`config.mk`:
```
export PLATFORM = sky130hd
export DESIGN_NAME = bhct_req_queue
export DESIGN_NICKNAME = d
export VERILOG_FILES = /design/src/bhct_pkg.sv /design/src/bhct_req_queue.sv
export SDC_FILE = /design/constraint.sdc
export NUM_CORES = 1
export LEC_CHECK = 0
export ABC_AREA = 1
export ABC_CLOCK_PERIOD_IN_PS = 6000
export BUFFER_PORTS_ARGS = -buffer_cell sky130_fd_sc_hd__buf_2
export CORE_MARGIN = 2
export CORE_UTILIZATION = 45
export DETAILED_ROUTE_END_ITERATION = 16
export PLACE_DENSITY = 0.7
export SLEW_MARGIN = 10
export SYNTH_ARGS = -nofsm -noshare
export SYNTH_HDL_FRONTEND = slang
export SYNTH_SLANG_ARGS = --single-unit
export TNS_END_PERCENT = 50
```
`constraint.sdc`:
```
create_clock -name i_clk -period 6 [get_ports i_clk]
set_clock_uncertainty 0.05 [all_clocks]
set_input_delay 1.5 -clock i_clk [delete_from_list [all_inputs] [get_ports i_clk]]
set_output_delay 1.5 -clock i_clk [all_outputs]
set_load 0.05 [all_outputs]
```
`src/bhct_pkg.sv`:
```
// Shared types, constants and helper functions of the ball hypothesis circle tracker.
`timescale 1ns / 1ps
package bhct_pkg;

    localparam int MAX_CIRCLES = 64;
    localparam int COORD_BITS  = 16;
    localparam int CERT_BITS   = 16;
    localparam int IDX_W       = $clog2(MAX_CIRCLES);
    localparam int CNT_W       = $clog2(MAX_CIRCLES + 1);
    localparam int RAD_W       = 15;
    localparam int CFG_IDX_W   = 2;
    localparam int CFG_DATA_W  = 16;
    localparam int REQ_DEPTH   = 2;
    localparam int REQ_PTR_W   = $clog2(REQ_DEPTH);

    // register reset values
    localparam logic [CERT_BITS-1:0] DECAY_RESET     = CERT_BITS'(13521);
    localparam logic [RAD_W-1:0]     RADIUS_RESET    = RAD_W'(1372);
    localparam logic [CERT_BITS-1:0] THRESHOLD_RESET = CERT_BITS'(1311);

    // 1.0 in certainty units, one bit wider than a certainty
    localparam logic [CERT_BITS:0] CERT_ONE  = {1'b1, {CERT_BITS{1'b0}}};
    localparam logic [CERT_BITS:0] CERT_MAXV = {1'b0, {CERT_BITS{1'b1}}};

    typedef enum logic [CFG_IDX_W-1:0] {
        CFG_LOSS_RATE      = 2'd0,
        CFG_MERGE_RADIUS   = 2'd1,
        CFG_DROP_THRESHOLD = 2'd2,
        CFG_UNUSED         = 2'd3
    } t_cfg_idx;

    typedef struct packed {
        logic [CERT_BITS-1:0] loss_rate;
        logic [RAD_W-1:0]     merge_radius;
        logic [CERT_BITS-1:0] drop_threshold;
    } t_cfg;

    // one frame's update request from the front end
    typedef struct packed {
        logic                  has_obs;
        logic [COORD_BITS-1:0] x;
        logic [COORD_BITS-1:0] y;
    } t_frame_req;

    typedef struct packed {
        logic [CERT_BITS-1:0]  cert;
        logic [COORD_BITS-1:0] x;
        logic [COORD_BITS-1:0] y;
    } t_circle;

    typedef struct packed {
        logic [COORD_BITS-1:0] est_x;
        logic [COORD_BITS-1:0] est_y;
        logic [CNT_W-1:0]      live_circles;
        logic                  evicted;
    } t_result;

    typedef enum logic [3:0] {
        S_IDLE,
        S_P1_RD,
        S_P1_DIST,
        S_P1_SQ,
        S_P1_CMP,
        S_P1_MUL,
        S_P1_WB,
        S_P2_RD,
        S_P2_CMP,
        S_INS
    } t_back_state;

    localparam t_circle RESET_CIRCLE = '{cert: THRESHOLD_RESET, x: '0, y: '0};

    // Truncating fractional product; operands are at most 1.0
    function automatic logic [CERT_BITS:0] mul_frac(input logic [CERT_BITS:0] a,
                                                    input logic [CERT_BITS:0] b);
        logic [2*CERT_BITS-1:0] p;
        p = a[CERT_BITS-1:0] * b[CERT_BITS-1:0];
        if (a == CERT_ONE) begin
            return b;
        end else if (b == CERT_ONE) begin
            return a;
        end
        return {1'b0, p[2*CERT_BITS-1:CERT_BITS]};
    endfunction

    // (x, y) lexicographic signed less-than
    function automatic logic pt_less(input logic [COORD_BITS-1:0] ax,
                                     input logic [COORD_BITS-1:0] ay,
                                     input logic [COORD_BITS-1:0] bx,
                                     input logic [COORD_BITS-1:0] by);
        return ($signed(ax) < $signed(bx)) ||
               ((ax == bx) && ($signed(ay) < $signed(by)));
    endfunction

    // ordering by certainty, then position
    function automatic logic key_less(input t_circle a, input t_circle b);
        return (a.cert < b.cert) ||
               ((a.cert == b.cert) && pt_less(a.x, a.y, b.x, b.y));
    endfunction

endpackage

```
`src/bhct_req_queue.sv`:
```
// Short queue of frame requests between the front end and the circle engine.
`timescale 1ns / 1ps
module bhct_req_queue (
    input  logic                 i_clk,
    input  logic                 i_rst_n,
    input  logic                 i_push,
    input  bhct_pkg::t_frame_req i_req,
    output logic                 o_full,
    input  logic                 i_pop,
    output logic                 o_valid,
    output bhct_pkg::t_frame_req o_req
);

    localparam int CNT_QW = $clog2(bhct_pkg::REQ_DEPTH + 1);

    bhct_pkg::t_frame_req             r_slots [bhct_pkg::REQ_DEPTH];
    logic [bhct_pkg::REQ_PTR_W-1:0]   r_wr_ptr;
    logic [bhct_pkg::REQ_PTR_W-1:0]   r_rd_ptr;
    logic [CNT_QW-1:0]                r_count;
    logic                             w_push;
    logic                             w_pop;

    assign o_full  = (r_count == CNT_QW'(bhct_pkg::REQ_DEPTH));
    assign o_valid = (r_count != '0);
    assign o_req   = r_slots[r_rd_ptr];
    assign w_push  = i_push && !o_full;
    assign w_pop   = i_pop && o_valid;

    // pointer and fill tracking
    always_ff @(posedge i_clk) begin
        if (!i_rst_n) begin
            r_wr_ptr <= '0;
            r_rd_ptr <= '0;
            r_count  <= '0;
        end else begin
            if (w_push) begin
                r_wr_ptr <= (r_wr_ptr == bhct_pkg::REQ_PTR_W'(bhct_pkg::REQ_DEPTH - 1)) ?
                            '0 : r_wr_ptr + 1'b1;
            end
            if (w_pop) begin
                r_rd_ptr <= (r_rd_ptr == bhct_pkg::REQ_PTR_W'(bhct_pkg::REQ_DEPTH - 1)) ?
                            '0 : r_rd_ptr + 1'b1;
            end
            if (w_push && !w_pop) begin
                r_count <= r_count + 1'b1;
            end else if (w_pop && !w_push) begin
                r_count <= r_count - 1'b1;
            end
        end
    end

    // payload storage
    always_ff @(posedge i_clk) begin
        if (w_push) begin
            r_slots[r_wr_ptr] <= i_req;
        end
    end

endmodule

```
==> impl_metrics.py <==
metrics = {
    "timing": {
        "finalSetupViolations": 0,
        "post-route-min-period_ps": 3540,
        "setup_tns_ps": 0,
        "finalHoldViolCount": 0,
        "period_share_pct": 58.9,
        "worstMarginPinSlew_ps": 1070,
        "clock.fmax_mhz": 283,
        "rsz0062_at_grt": "false",
        "relSlewSlack_pct": 28.9,
        "report.final.slew_viol_count": 0,
    },
    "logic_synthesis": {
        "synth-edff-count": 66,
        "yosysSeqAreaShare_pct": 74.8,
        "syn_nets": 178,
        "ys_warn_count": 0,
        "ys_ff_latch": 71,
        "synth_top_area_cell": "edfxtp_1",
        "synth.area.top_cells": "edfxtp_1, mux2_4, dfxtp_1",
        "synthDominantCellAreaShare_pct": 71.2,
        "yosys.cell_types.count": 16,
        "yosys_most_used_dff": "edfxtp_1",
        "async_flop_share_pct": 0,
        "ys_top_cells_by_count": "edfxtp_1, mux2_4, nor2_1",
        "syn_avg_cell_area_um2": 19.9,
        "post-synth-top-count-cell": "edfxtp_1",
        "netlist_instances": 140,
        "synth_area_um2": 2780,
    },
    "grt": {
        "grt-ovfl-total": 0,
        "grt_pass1_wl_mm": 6.29,
        "antenna_found_initial": 0,
        "grt_start_max_net_pins": 34,
        "grt_pass1_vias": 1391,
        "globalRouteTotalUtil_pct": 13.2,
    },
    "floorplan": {
        "die_h_um": 82.6,
        "rows": 28,
        "design.portCount": 72,
        "start_util_pct": 46.7,
        "core_area_um2": 5960,
        "fp.dieW_um": 82.6,
        "fp.dieArea_um2": 6830,
    },
    "min_path": {
        "hp-start": "r_rd_ptr",
        "hold_depth": 2,
        "min_path_type": "flop to flop",
    },
    "power_and_ir_drop": {
        "p_switching_uw": 577,
        "p_clk_share_pct": 23.9,
        "p_leak_nw": 1.36,
        "vdd_ir_drop_max_uv": 311,
        "power_density_nw_per_um2": 477,
        "internal_power_mw": 1.03,
        "seqPwrFrac_pct": 42.4,
        "p_sw_share_pct": 35.8,
        "power_mw": 1.61,
        "p_comb_share_pct": 33.7,
    },
    "clock_network": {
        "cts.repair.resized": 0,
        "ctsHoldBuffers": 0,
        "cts_tree": "yes",
        "post-cts-setup-buffers": 0,
        "root_buffer": "clkbuf_8",
        "clkLatencyLatePin_ps": 320,
        "clock_path_buffers": 2,
        "h-tree-depth": 3,
        "clock-sinks": 71,
        "cts_buffers": 9,
        "clk_pin_slew_ps": 70,
    },
    "drt": {
        "vias_per_cell": 4.64,
        "initialDrtViolationCount": 44,
        "via_count": 1377,
        "firstDrtPassIters": 4,
        "drc_errors": 0,
        "drt_wl_total_mm": 4.22,
        "wire_per_inst_um": 14.2,
        "drtAntennaViolNets": 0,
    },
    "critical_path": {
        "crit_type": "flop to primary output",
        "r2r_start": "r_count[1]",
        "r2r_setup_slack_ps": 4220,
        "timing.rr.end": "r_slots[0][3]",
        "arrival_ps": 1990,
        "reg2reg_depth": 3,
        "end_kind": "primary output",
        "path_max_fanout": 33,
        "worstPathRequired_ps": 4450,
        "critPathLaunchType": "flop",
    },
    "layout": {
        "nets": 256,
        "area_delta_synth_final_pct": 21.4,
        "n_antenna_cell": 0,
        "drive_gt1_share_pct": 54.5,
    },
    "flow_run": {
        "max_cap_viol_count": 0,
    },
    "placed_design": {
        "io_buffers": 71,
        "dp_hpwl_mm": 2.75,
        "gp_congestion": 0.652,
    },
    "status": {
        "outcome": "complete, no violations",
    },
}
==> critical path: stages (launching register included) <==
cell,delay (ps)
dfxtp_2,1030
mux2_2,420
buf_2,210
==> per-layer routing <==
metal	share of wire [%]	GRT usage [%]	routed length (um)
met5	0	0	0
met4	2.8	9.34	117
met3	4.2	2.61	178
met2	54	23.3	2260
met1	39	13.9	1660
==> layout by cell type, fill, tap and decap left out, types with 3 or more instances in the layout <==
cell and instances:
mux2_2 3, mux2_4 30, buf_2 71, dfxtp_1 4, clkbuf_8 9, nor2_1 7, edfxtp_1 66, nand2_1 7
inv_1 8
==> flip-flops by register name (all words and copies together) (netlist names), named ones only <==
| name | count |
|---|---|
| r_slots | 66 |
| r_wr_ptr | 1 |
| r_rd_ptr | 1 |
| r_count | 2 |
==> logic make-up after synthesis <==
family                     share of synthesized area [%]
DFF                                                 74.8
muxes                                               17.4
and+or+nand+nor                                     2.56
buffers and inverters                               3.64
AOI/OAI and AO/OA                                   1.12
adders and majority gates                          0.450
==> area by class of cell <==
class / instances / area (um2)
clock inverter: 5 / 73.8
fill: 486 / 2580
tap: 75 / 93.8
multi-input combinational: 57 / 614
inverter: 8 / 30.0
timing repair buffer: 71 / 355
clock buffer: 10 / 128
sequential: 71 / 2080
==> worst max path at each step <==
| stage | start | end | slack [ps] |
|---|---|---|---|
| after global routing | flop | o_req[10] | 2320 |
| after floorplan | i_push | r_slots[1][0] | 2560 |
| after detailed placement | flop | o_req[10] | 2770 |
| final | flop | o_req[10] | 2460 |
| after global placement | flop | o_req[10] | 2770 |
| after CTS | flop | o_req[10] | 2390 |
==> stage by stage <==
stage / area, um2 / worst slack, ps / std cells / hold slack, ps / utilization, %
final: 3380 / 2460 / 297 / 466 / 56.7
after global routing: 3380 / 2320 / 297 / 499 / 56.7
after CTS: 3380 / 2390 / 297 / 468 / 56.7
after detailed placement: 3180 / 2770 / 282 / 446 / 53.3
after global placement: 3180 / 2770 / 282 / 430 / 53.3
after floorplan: 2780 / 2560 / 140 / 417 / -
==> power by group through the flow <==
stage | Combinational, mW | Clock (mW) | Sequential [mW]
after floorplan | 0.499 | 0 | 0.657
after global placement | 0.544 | 0 | 0.692
after detailed placement | 0.549 | 0 | 0.696
after CTS | 0.551 | 0.395 | 0.686
after global routing | 0.577 | 0.421 | 0.694
final | 0.543 | 0.385 | 0.683
Note: power is estimated with default switching activity, not from simulation.
