`src/bhct_pkg.sv`:
```
// Shared types, constants and helper functions of the ball hypothesis circle tracker.
`timescale 1ns / 1ps
package bhct_pkg;

    localparam int MAX_CIRCLES = 64;
    localparam int COORD_BITS  = 16;
    localparam int CERT_BITS   = 16;
    localparam int IDX_W       = $clog2(MAX_CIRCLES);
    localparam int CNT_W       = $clog2(MAX_CIRCLES + 1);
    localparam int RAD_W       = 15;
    localparam int CFG_IDX_W   = 2;
    localparam int CFG_DATA_W  = 16;
    localparam int REQ_DEPTH   = 2;
    localparam int REQ_PTR_W   = $clog2(REQ_DEPTH);

    // register reset values
    localparam logic [CERT_BITS-1:0] DECAY_RESET     = CERT_BITS'(13521);
    localparam logic [RAD_W-1:0]     RADIUS_RESET    = RAD_W'(1372);
    localparam logic [CERT_BITS-1:0] THRESHOLD_RESET = CERT_BITS'(1311);

    // 1.0 in certainty units, one bit wider than a certainty
    localparam logic [CERT_BITS:0] CERT_ONE  = {1'b1, {CERT_BITS{1'b0}}};
    localparam logic [CERT_BITS:0] CERT_MAXV = {1'b0, {CERT_BITS{1'b1}}};

    typedef enum logic [CFG_IDX_W-1:0] {
        CFG_LOSS_RATE      = 2'd0,
        CFG_MERGE_RADIUS   = 2'd1,
        CFG_DROP_THRESHOLD = 2'd2,
        CFG_UNUSED         = 2'd3
    } t_cfg_idx;

    typedef struct packed {
        logic [CERT_BITS-1:0] loss_rate;
        logic [RAD_W-1:0]     merge_radius;
        logic [CERT_BITS-1:0] drop_threshold;
    } t_cfg;

    // one frame's update request from the front end
    typedef struct packed {
        logic                  has_obs;
        logic [COORD_BITS-1:0] x;
        logic [COORD_BITS-1:0] y;
    } t_frame_req;

    typedef struct packed {
        logic [CERT_BITS-1:0]  cert;
        logic [COORD_BITS-1:0] x;
        logic [COORD_BITS-1:0] y;
    } t_circle;

    typedef struct packed {
        logic [COORD_BITS-1:0] est_x;
        logic [COORD_BITS-1:0] est_y;
        logic [CNT_W-1:0]      live_circles;
        logic                  evicted;
    } t_result;

    typedef enum logic [3:0] {
        S_IDLE,
        S_P1_RD,
        S_P1_DIST,
        S_P1_SQ,
        S_P1_CMP,
        S_P1_MUL,
        S_P1_WB,
        S_P2_RD,
        S_P2_CMP,
        S_INS
    } t_back_state;

    localparam t_circle RESET_CIRCLE = '{cert: THRESHOLD_RESET, x: '0, y: '0};

    // Truncating fractional product; operands are at most 1.0
    function automatic logic [CERT_BITS:0] mul_frac(input logic [CERT_BITS:0] a,
                                                    input logic [CERT_BITS:0] b);
        logic [2*CERT_BITS-1:0] p;
        p = a[CERT_BITS-1:0] * b[CERT_BITS-1:0];
        if (a == CERT_ONE) begin
            return b;
        end else if (b == CERT_ONE) begin
            return a;
        end
        return {1'b0, p[2*CERT_BITS-1:CERT_BITS]};
    endfunction

    // (x, y) lexicographic signed less-than
    function automatic logic pt_less(input logic [COORD_BITS-1:0] ax,
                                     input logic [COORD_BITS-1:0] ay,
                                     input logic [COORD_BITS-1:0] bx,
                                     input logic [COORD_BITS-1:0] by);
        return ($signed(ax) < $signed(bx)) ||
               ((ax == bx) && ($signed(ay) < $signed(by)));
    endfunction

    // ordering by certainty, then position
    function automatic logic key_less(input t_circle a, input t_circle b);
        return (a.cert < b.cert) ||
               ((a.cert == b.cert) && pt_less(a.x, a.y, b.x, b.y));
    endfunction

endpackage

```
`src/bhct_front.sv`:
```
// Front end: keeps the frame's most confident observation and emits a frame request.
`timescale 1ns / 1ps
module bhct_front (
    input  logic                            i_clk,
    input  logic                            i_rst_n,
    input  logic                            i_accept,
    input  logic                            i_has_obs,
    input  logic [bhct_pkg::CERT_BITS-1:0]  i_obs_conf,
    input  logic [bhct_pkg::COORD_BITS-1:0] i_obs_x,
    input  logic [bhct_pkg::COORD_BITS-1:0] i_obs_y,
    input  logic                            i_frame_end,
    output logic                            o_req_push,
    output bhct_pkg::t_frame_req            o_req
);

    logic                            r_have_best;
    logic [bhct_pkg::CERT_BITS-1:0]  r_best_conf;
    logic [bhct_pkg::COORD_BITS-1:0] r_best_x;
    logic [bhct_pkg::COORD_BITS-1:0] r_best_y;

    logic                            n_have_best;
    logic [bhct_pkg::CERT_BITS-1:0]  n_best_conf;
    logic [bhct_pkg::COORD_BITS-1:0] n_best_x;
    logic [bhct_pkg::COORD_BITS-1:0] n_best_y;
    logic                            w_take;

    // higher confidence wins, ties to the larger point
    always_comb begin
        w_take = i_has_obs && (!r_have_best || (i_obs_conf > r_best_conf) ||
                 ((i_obs_conf == r_best_conf) &&
                  bhct_pkg::pt_less(r_best_x, r_best_y, i_obs_x, i_obs_y)));
        n_have_best = r_have_best || w_take;
        n_best_conf = w_take ? i_obs_conf : r_best_conf;
        n_best_x    = w_take ? i_obs_x : r_best_x;
        n_best_y    = w_take ? i_obs_y : r_best_y;
    end

    assign o_req_push  = i_accept && i_frame_end;
    assign o_req.has_obs = n_have_best;
    assign o_req.x       = n_best_x;
    assign o_req.y       = n_best_y;

    // best tracker, cleared at frame end
    always_ff @(posedge i_clk) begin
        if (!i_rst_n) begin
            r_have_best <= 1'b0;
            r_best_conf <= '0;
            r_best_x    <= '0;
            r_best_y    <= '0;
        end else if (i_accept) begin
            if (i_frame_end) begin
                r_have_best <= 1'b0;
                r_best_conf <= '0;
                r_best_x    <= '0;
                r_best_y    <= '0;
            end else begin
                r_have_best <= n_have_best;
                r_best_conf <= n_best_conf;
                r_best_x    <= n_best_x;
                r_best_y    <= n_best_y;
            end
        end
    end

endmodule

```
`config.mk`:
```
export PLATFORM = sky130hd
export DESIGN_NAME = bhct_front
export DESIGN_NICKNAME = d
export VERILOG_FILES = /design/src/bhct_pkg.sv /design/src/bhct_front.sv
export SDC_FILE = /design/constraint.sdc
export NUM_CORES = 1
export LEC_CHECK = 0
export BUFFER_PORTS_ARGS = -buffer_cell sky130_fd_sc_hd__buf_2
export CAP_MARGIN = 20
export CORE_MARGIN = 2
export CORE_UTILIZATION = 55
export CTS_CLUSTER_SIZE = 20
export DETAILED_ROUTE_END_ITERATION = 7
export PLACE_DENSITY = 0.83
export SYNTH_ARGS = -nofsm -noshare
export SYNTH_HDL_FRONTEND = slang
export SYNTH_SLANG_ARGS = --single-unit
```
`constraint.sdc`:
```
create_clock -name i_clk -period 4 [get_ports i_clk]
set_input_delay 0.2 -clock i_clk [delete_from_list [all_inputs] [get_ports i_clk]]
set_output_delay 0.2 -clock i_clk [all_outputs]
set_load 0.005 [all_outputs]
```
==> results.md, run 1 <==
- Largest net degree at the start of global routing: 49
- Worst setup EP type: output port
- Final total power: between 0.001 and 0.0015 W
- Longest Clk Path Bufs: 2
- Design Area, Final: between 3000 and 4000 µm²
- Cts hold-fix bufs: 0
- # diodes: 0
- Crit Path Class: flop to output port
- Slowest stage delay, CP: 540 ps
- Synth area leader: dfxtp_1
- Hold Crit Depth: 2
- Synth cell types: 43
- Worst VDD drop: 0.178 mV
- Slew @ Worst Pin: between 900 and 1000 ps
- Initial Utilization: between 50% and 60%
- Most common cell after layout, fill and taps aside: buf_2
- Inserted Clock Buffers: 5
- Post-CTS Resized: 0
- Antenna violations before repair: 0
- Synth Instances: 354
- RSZ-0062 raised after global routing: false
- WL final: 7120 µm
- Top cell family by delay on the critical path: compound AO/OA/AOI/OAI gates
- Root Driver: clkbuf_8
- CTS tree: yes
- Post-layout util: 67.6%
- DRC violations left: 0
- Worst-Skew Late Latency: 300 ps
- Slew margin rel.: 33.9%
- Syn Area/Cell: 8.81 µm²
- Drt wl/cell: 14.0 µm
- Highest-count cells in the layout ignoring fill and taps: buf_2 (86), inv_1 (54), dfxtp_1 (49)
- Core Region: about 5500 µm²
- Worst-path fanout max: 35
- Die width: 79.3 µm
- CP required: 3800 ps
- Synthesized Nets: 454
- # rows: 27
- H-tree level count: 2
- Final Max Slew Viols: 0
- GPL Wtd Cong: 0.781
- Number of global-route vias before repair: between 2000 and 3000
- Top post-synthesis cells by area: dfxtp_1 (31%), ha_1 (19%), a22o_1 (13%), inv_1 (6.5%), o21ai_0 (5.5%)
- Fmax: 282 MHz
- Final hold slack: 122 ps
- Synth warn: 0
- Status: completed
- Detailed Routing Iterations Pass 1: 4
- Post-CTS setup buffers: 0
- WP buf/inv: 2
- Sequential area share after synthesis: between 30% and 40%
- # fillers: 453
- IO buf count: 86
- Post-DP HPWL: 5280 µm
- Final Net Count: between 500 and 600
- Critical Path Start Type: flop
- Die Y: 79.3 µm
- Die area: 6290 µm²
- Stages on worst setup path: 10
- Via Count: around 2800
- Clock Sinks: 49
- Number of I/O pins: 87
- MaxCap Viol Count: 0
- Top-area cell type share of the netlist area: 31.4%
- Period minus WS final: 3550 ps
- Post-synthesis cell area: ~3100 µm²
- Post-DRT Antenna Nets: 0
- PwrDens: 295 nW/µm²
- Final setup viols: 0
- Clk slew on worst S/H paths: ~90 ps
- Yosys reg bits: about 50
- CP max-delay cell: o31ai_4
- Share of layout cells above drive strength 1: between 20% and 30%
- GRT Resource Usage Total: 22.4%
- Final setup TNS: 0 ps
- Worst Skew: 4.20 ps
- Vias per inst: 5.57
- Leakage: between 1.5 and 2 nW
- Post-DP Area: 3590 µm²
- CP arrival: 3350 ps
- Worst reg-to-reg path cell count: 9
- Iter 0 DRT Violations: between 100 and 150
- Fin crit share: 88.7%
- Hold Violations, Final: 0
- Worst hold-check path type: input pin to flop
- First-pass GRT wire length: 11400 µm
- Synth-to-layout area growth: 19.4%
- Grt ovf: 0
- Crit path cell chain: ha_1, a21oi_1, o21ai_0, a221o_1, a31oi_1, mux2_2, o31ai_4, buf_12, mux2_1, buf_2
[cell families (layout without fill, tap and decap cells)]
kind of cell / Yosys count / after routing / synth area share (%)
adders and majority gates: 47 / 47 / 18.8
buffers and inverters: 71 / 152 / 9.74
and+or+nand+nor: 64 / 64 / 10.3
DFF: 49 / 49 / 31.4
muxes: 3 / 3 / 1.08
AOI/OAI and AO/OA: 120 / 120 / 28.5
[sequential cells by signal (all words and copies together), names as in the netlist]
name	cells
r_best_conf	16
r_best_x	16
r_best_y	16
r_have_best	1
[final cells by class]
class                           count  area, µm²  share of cell area, %
Clock inverter                      1       30.0                  0.806
Sequential cell                    49        981                   26.3
Timing Repair Buffer               90        485                   13.0
Clock buffer                        7       86.3                   2.32
Multi-Input combinational cell    234       1850                   49.6
Inverter                           54        203                   5.44
Tap cell                           72       90.1                   2.42
[power breakdown]
part	internal [W]	leakage [nW]	total, W	switching, W
combinational	0.0000989	1.38	0.000214	0.000115
clock	0.000204	0.0585	0.000372	0.000168
sequential	0.000503	0.398	0.000514	0.0000111
[worst paths after layout]
check	start	end	slack, ps
worst min-delay path	i_obs_y[12]	r_best_y[12]	120
worst min register to register	r_best_conf[2]	r_best_conf[2]	480
worst max register to register	r_best_conf[13]	r_best_y[2]	650
worst max-delay path	r_best_y[11]	o_req[16]	450
[synthesized netlist by cell type (all sizes together)]
master	instances
inv	54
dfxtp	49
a22o	48
ha	47
o21ai	34
nand2	32
a21oi	11
buf	11
nand4	8
a21o	7
clkbuf	6
a31oi	4
nand3	4
nor2	4
mux2	3
a211oi	2
and2	2
and4	2
nand2b	2
nor2b	2
nor3	2
nor4	2
o21a	2
o221a	2
o31ai	2
or2	2
a2111oi	1
a211o	1
a21boi	1
a221o	1
nor4b	1
o2111ai	1
o211ai	1
o2bb2ai	1
o311a	1
or4	1
[per-stage QoR]
step	worst slack, ps	std cells
after global routing	275	507
after global placement	798	498
after CTS	457	506
final	453	507
after detailed placement	764	498
after floorplan	1330	354
[per-layer routing]
metal,global-route usage [%],wire length [µm],vias up
met4,7.76,106,0
met2,40.5,3500,66
met5,0,0,-
met1,26.2,3190,1309
li1,-,-,1438
met3,4.43,318,10
Power figures use the tool's default switching activity.
==> run 2, diff against run 1 <==
==> constraint.sdc (replaced) <==
create_clock -name i_clk -period 4 [get_ports i_clk]
set_input_delay 0.8 -clock i_clk [delete_from_list [all_inputs] [get_ports i_clk]]
set_output_delay 0.8 -clock i_clk [all_outputs]
set_load 0.005 [all_outputs]
==> run 2 against run 1 <==
Net effect:
- the flow now finishes with violations (negative setup slack)
- clock power is 3% higher
- clock-buffer cell count is 1 lower
- global-route usage is 2.8 points higher
- first-iteration DRC count is 2.1% higher
- combinational power is 40% higher
- highest routed layer unchanged
==> results.md, run 2 (synthesis results as in run 1) <==
- Die Y: 79.3 µm (unchanged)
- H-tree level count: 2 (unchanged)
- Violated checks: negative setup slack
- Clk slew on worst S/H paths: 100 ps (about the same)
- Status: finished, violations left
- Post-DP Area: 3700 µm² (+3.2%)
- First-pass GRT wire length: 12700 µm (+12%)
- Final WS setup: -142 ps (-595 ps)
- Hold path startpoint: r_best_conf[6]
- Longest Clk Path Bufs: 2 (unchanged)
- RR Endpoint: r_best_conf[2]
- Fin crit share: 104% (+15 points)
- Hold Crit Depth: 1 (-1)
- Reg-to-reg slack, setup: 730 ps (+80 ps)
- Final Net Count: 558 (+4.5%)
- Worst Skew: 10.6 ps (+6.38 ps)
- Number of global-route vias before repair: 2919 (+8.5%)
- Synth-to-layout area growth: 41.3%
- Worst hold-check path type: flop to flop
- Die area: 6290 µm² (unchanged)
- Share of layout cells above drive strength 1: 42.7% (+18 points)
- CP required: 3200 ps (-600 ps)
- Detailed Routing Iterations Pass 1: 4 (unchanged)
- WHS Endpoint: r_best_conf[6]
- # fillers: 328 (-28%)
- Hold Violations, Final: 0 (unchanged)
- Period minus WS final: 4140 ps (+595 ps)
- Number of I/O pins: 87 (unchanged)
- Worst-path fanout max: 20 (-43%)
- Via Count: 3129 (+11%)
- Vias per inst: 5.89 (+5.8%)
- GPL Wtd Cong: 0.822 (+5.2%)
- Design Area, Final: 4410 µm² (+18%)
- CP arrival: 3340 ps (about the same)
- Clock Sinks: 49 (unchanged)
- Crit Path Class: input pin to output port
- Post-DRT Antenna Nets: 0 (unchanged)
- Worst setup EP type: output port
- Largest net degree at the start of global routing: 49 (unchanged)
- Fmax: 241 MHz (-14%)
- Worst-Skew Late Latency: 310 ps (about the same)
- DP Worst Slack: -154 ps (-918 ps)
- Core Region: 5510 µm² (unchanged)
- Post-layout util: 80.1% (+12 points)
- CTS tree: yes
- # rows: 27 (unchanged)
- Final setup viols: 17 (+17)
- Inserted Clock Buffers: 5 (unchanged)
- DRC violations left: 0 (unchanged)
- RSZ-0062 raised after global routing: true
- Worst reg-to-reg path cell count: 9 (unchanged)
- Slew margin rel.: 31.9% (-2.0 points)
- PwrDens: 272 nW/µm² (-7.7%)
- Grt ovf: 0 (unchanged)
- Most common cell after layout, fill and taps aside: buf_2
- Leakage: 2.02 nW (+10%)
- Critical path launch point: i_obs_y[14]
- Final total power: 0.00120 W (+9.3%)
- Slew @ Worst Pin: 1020 ps (+30.3 ps)
- WL final: 9090 µm (+28%)
- # diodes: 0 (unchanged)
- GRT Resource Usage Total: 25.2% (+2.8 points)
- Antenna violations before repair: 0 (unchanged)
- IO buf count: 86 (unchanged)
- Initial Utilization: 56.7% (unchanged)
- Root Driver: clkbuf_8
- Post-DP HPWL: 5470 µm (+3.5%)
- Drt wl/cell: 17.1 µm (+22%)
- Iter 0 DRT Violations: 146 (+2.1%)
- Highest-count cells in the layout ignoring fill and taps: buf_2 (80), dfxtp_1 (49), a22o_1 (48)
- Die width: 79.3 µm (unchanged)
- Worst VDD drop: 0.207 mV (+16%)
- MaxCap Viol Count: 0 (unchanged)
- Biggest regs: r_best_conf (16), r_best_x (16), r_best_y (16)
- Final Max Slew Viols: 0 (unchanged)
- Cts hold-fix bufs: 0 (unchanged)
- Critical Path Start Type: input pin
- Reg2reg start: r_best_x[1]
run 2: area by class of cell:
class	count	area, µm²	share of cell area [%]
Clock buffer	6	82.6	1.87
Clock inverter	2	37.5	0.851
Inverter	54	210	4.77
Multi-Input combinational cell	234	2230	50.5
Sequential cell	49	981	22.2
Tap cell	72	90.1	2.04
Timing Repair Buffer	114	782	17.7
run 2: where the power goes:
group	internal, W	switching, W
sequential	0.000503	0.0000143
clock	0.000204	0.000181
combinational	0.000150	0.000150
run 2: how the worst max path moves through the flow:
stage,depth (start not counted),end
5_1_grt,14,o_req[24]
3_5_place_dp,11,o_req[16]
2_1_floorplan,11,o_req[10]
3_3_place_gp,12,o_req[16]
6_report,13,o_req[24]
4_1_cts,13,o_req[16]
run 2: per-stage QoR:
| stage | TNS, ps | hold WS, ps | cells |
|---|---|---|---|
| finish | -808 | 486 | 531 |
| global route | -3610 | 501 | 531 |
| CTS | 0 | 485 | 523 |
| detailed placement | -3030 | 456 | 510 |
| global placement | -973 | 456 | 510 |
| floorplan | 0 | 442 | 354 |
run 2: routing by layer:
layer,vias to the layer above,global-route usage [%],part of all wire (%)
met5,-,0,0
met4,0,8.10,3.5
met3,30,4.55,4.5
met2,118,44.3,48
met1,1499,31.1,44
li1,1482,-,-
run 2: critical path, cell delays in order:
cell,delay [ps]
buf_6,100
inv_2,80
ha_4,210
and4_1,190
a221o_1,350
a31oi_1,210
mux2_4,350
o31ai_4,320
buf_6,150
buf_8,160
nand2_1,90
o21ai_0,140
buf_2,180
run 2: repair_timing:
| action | CTS | global route |
|---|---|---|
| setup endpoints to repair | 30 | 32 |
| setup buffers | 5 | 7 |
| pin swaps | 14 | 32 |
| cloned | 0 | 1 |
| gates resized for setup | 24 | 91 |
==> run 3, diff against run 2 <==
--- a/config.mk
+++ b/config.mk
@@ -11,7 +11,7 @@
 export CORE_UTILIZATION = 55
 export CTS_CLUSTER_SIZE = 20
 export DETAILED_ROUTE_END_ITERATION = 7
-export PLACE_DENSITY = 0.83
+export PLACE_DENSITY = 0.79
 export SYNTH_ARGS = -nofsm -noshare
 export SYNTH_HDL_FRONTEND = slang
 export SYNTH_SLANG_ARGS = --single-unit
==> run 3 against run 2 <==
Net effect:
- largest cell class unchanged
- worst hold slack worse by 4.6 ps
- sequential share of layout area is 0.52 points higher
- routed wire length fell by 4.4%
- clock skew fell by 5.0 ps
- utilization decreased by 1.8 points
- highest routed layer unchanged
- die area stayed put
- fmax grew 0.94%
- the run still ends with negative setup slack left
- critical path type unchanged
- clock-buffer cell count grew 1
- register-to-register slack gained 170 ps
- critical path depth unchanged
==> results.md, run 3 (synthesis results as in run 1) <==
- Die width: 79.3 µm (unchanged)
- Number of global-route vias before repair: 2822 (-3.3%)
- Worst setup EP type: output port
- Initial Utilization: 56.7% (unchanged)
- Vias per inst: 5.82 (-1.3%)
- Most common cell after layout, fill and taps aside: buf_2
- Worst VDD drop: 0.155 mV (-25%)
- Multi-input gate area: 2180 µm² (-2.2%)
- RSZ-0062 raised after global routing: true
- Longest Clk Path Bufs: 2 (unchanged)
- Slew margin rel.: 75.3% (+43 points)
- Worst-Skew Late Latency: 300 ps (about the same)
- Period minus WS final: 4100 ps (-38.7 ps)
- Grt ovf: 0 (unchanged)
- Reg-to-reg slack, setup: 900 ps (+170 ps)
- Worst-path fanout max: 8 (-60%)
- Final total power: 0.00117 W (-2.2%)
- Post-DP HPWL: 5300 µm (-3.1%)
- Hold Violations, Final: 0 (unchanged)
- Fin crit share: 103% (-0.97 points)
- Synth-to-layout area growth: 38.1%
- Drt wl/cell: 16.4 µm (-4.4%)
- CP max-delay cell: or4_4
- Detailed Routing Iterations Pass 1: 5 (+1)
- Worst Skew: 5.57 ps (-5.01 ps)
- Crit Path Class: input pin to output port
- IO buf count: 86 (unchanged)
- CP arrival: 3300 ps (-40 ps)
- Clk slew on worst S/H paths: 90 ps (about the same)
- WP buf/inv: 6 (+1)
- Critical Path Start Type: input pin
- Critical Path Sink: o_req[31]
- Final hold slack: 482 ps (-4.56 ps)
- Antenna violations before repair: 0 (unchanged)
- Core Region: 5510 µm² (unchanged)
- Die area: 6290 µm² (unchanged)
- GRT Resource Usage Total: 24.0% (-1.2 points)
- Crit path cell chain: buf_2, inv_1, ha_1, buf_4, a21oi_1, o21ai_1, or4_4, a31oi_4, o31ai_4, buf_6, buf_4, o21ai_0, buf_2
- Violated checks: negative setup slack
- Post-DRT Antenna Nets: 0 (unchanged)
- Leakage: 2.04 nW (+0.99%)
- Final setup viols: 29 (+12)
- Slew @ Worst Pin: 370 ps (-651 ps)
- Final Max Slew Viols: 0 (unchanged)
- Clock Sinks: 49 (unchanged)
- GPL Wtd Cong: 0.788 (-4.1%)
- MaxCap Viol Count: 0 (unchanged)
- # fillers: 368 (+12%)
- CP required: 3200 ps (about the same)
- Via Count: 3089 (-1.3%)
- Number of I/O pins: 87 (unchanged)
- # rows: 27 (unchanged)
- Status: finished, violations left
- Largest net degree at the start of global routing: 34 (-31%)
- Final WS setup: -104 ps (+38.7 ps)
- Final Net Count: 558 (unchanged)
- RR Endpoint: r_best_y[2]
- WL final: 8690 µm (-4.4%)
- H-tree level count: 2 (unchanged)
- # diodes: 0 (unchanged)
- Share of layout cells above drive strength 1: 41.8% (-0.87 points)
- Slowest stage delay, CP: 520 ps (+170 ps)
- Post-layout util: 78.3% (-1.8 points)
- DRC violations left: 0 (unchanged)
- Register area: 981 µm² (unchanged)
- Stages on worst setup path: 13 (unchanged)
- First-pass GRT wire length: 12100 µm (-4.8%)
- Die Y: 79.3 µm (unchanged)
- Worst hold-check path type: flop to flop
- Root Driver: clkbuf_8
- PwrDens: 273 nW/µm² (about the same)
- Top cell family by delay on the critical path: compound AO/OA/AOI/OAI gates
- Highest-count cells in the layout ignoring fill and taps: buf_2 (84), dfxtp_1 (49), a22o_1 (48)
- Reg2reg start: r_best_y[11]
- Cts hold-fix bufs: 0 (unchanged)
- Critical path launch point: i_obs_x[12]
- Inserted Clock Buffers: 5 (unchanged)
- Fmax: 244 MHz (+0.94%)
- Iter 0 DRT Violations: 138 (-5.5%)
- Biggest regs: r_best_conf (16), r_best_x (16), r_best_y (16)
- CTS tree: yes
- Worst reg-to-reg path cell count: 12 (+3)
==> run 3: layer usage <==
layer | vias up | global-route usage [%] | routed length [µm]
li1 | 1490 | - | -
met1 | 1464 | 29.2 | 3680
met2 | 108 | 41.8 | 4350
met3 | 27 | 5.80 | 397
met4 | 0 | 7.07 | 263
met5 | - | 0 | 0
==> run 3: timing repair <==
action                                 CTS  global route
setup buffers                            1             3
endpoints found under the hold margin    0             0
cloned                                   0             3
gates resized for setup                 12            94
setup endpoints to repair               31            32
pin swaps                                4            21
==> run 3: report_power, final <==
group | switching, W | internal, W | total, W
registers | 0.0000142 | 0.000503 | 0.000517
clock network | 0.000169 | 0.000204 | 0.000373
logic | 0.000145 | 0.000140 | 0.000285
==> run 3: metrics by stage <==
step	setup WS, ps	TNS [ps]	std cells	cell area [µm²]
3_5_place_dp	-140	-2600	516	3750
6_report	-104	-981	531	4310
5_1_grt	-205	-3910	531	4310
2_1_floorplan	185	0	354	3120
4_1_cts	11.8	0	525	3930
3_3_place_gp	-86.9	-459	516	3750
==> run 3: worst min path at each step <==
stage                         start               to  cells past startpoint
floorplan           r_best_conf[10]  r_best_conf[10]                      1
global placement     r_best_conf[2]   r_best_conf[2]                      1
finish              r_best_conf[12]  r_best_conf[12]                      1
CTS                 r_best_conf[12]  r_best_conf[12]                      1
global route        r_best_conf[12]  r_best_conf[12]                      1
detailed placement   r_best_conf[7]   r_best_conf[7]                      1
==> run 3: layout make-up <==
cell class | count | share of cell area (%)
multi-input cells | 234 | 50.6
flip-flops and latches | 49 | 22.8
inverters | 54 | 4.76
well taps | 72 | 2.09
clock buffers | 7 | 2.00
clock inverters | 1 | 0.697
repair buffers | 114 | 17.1
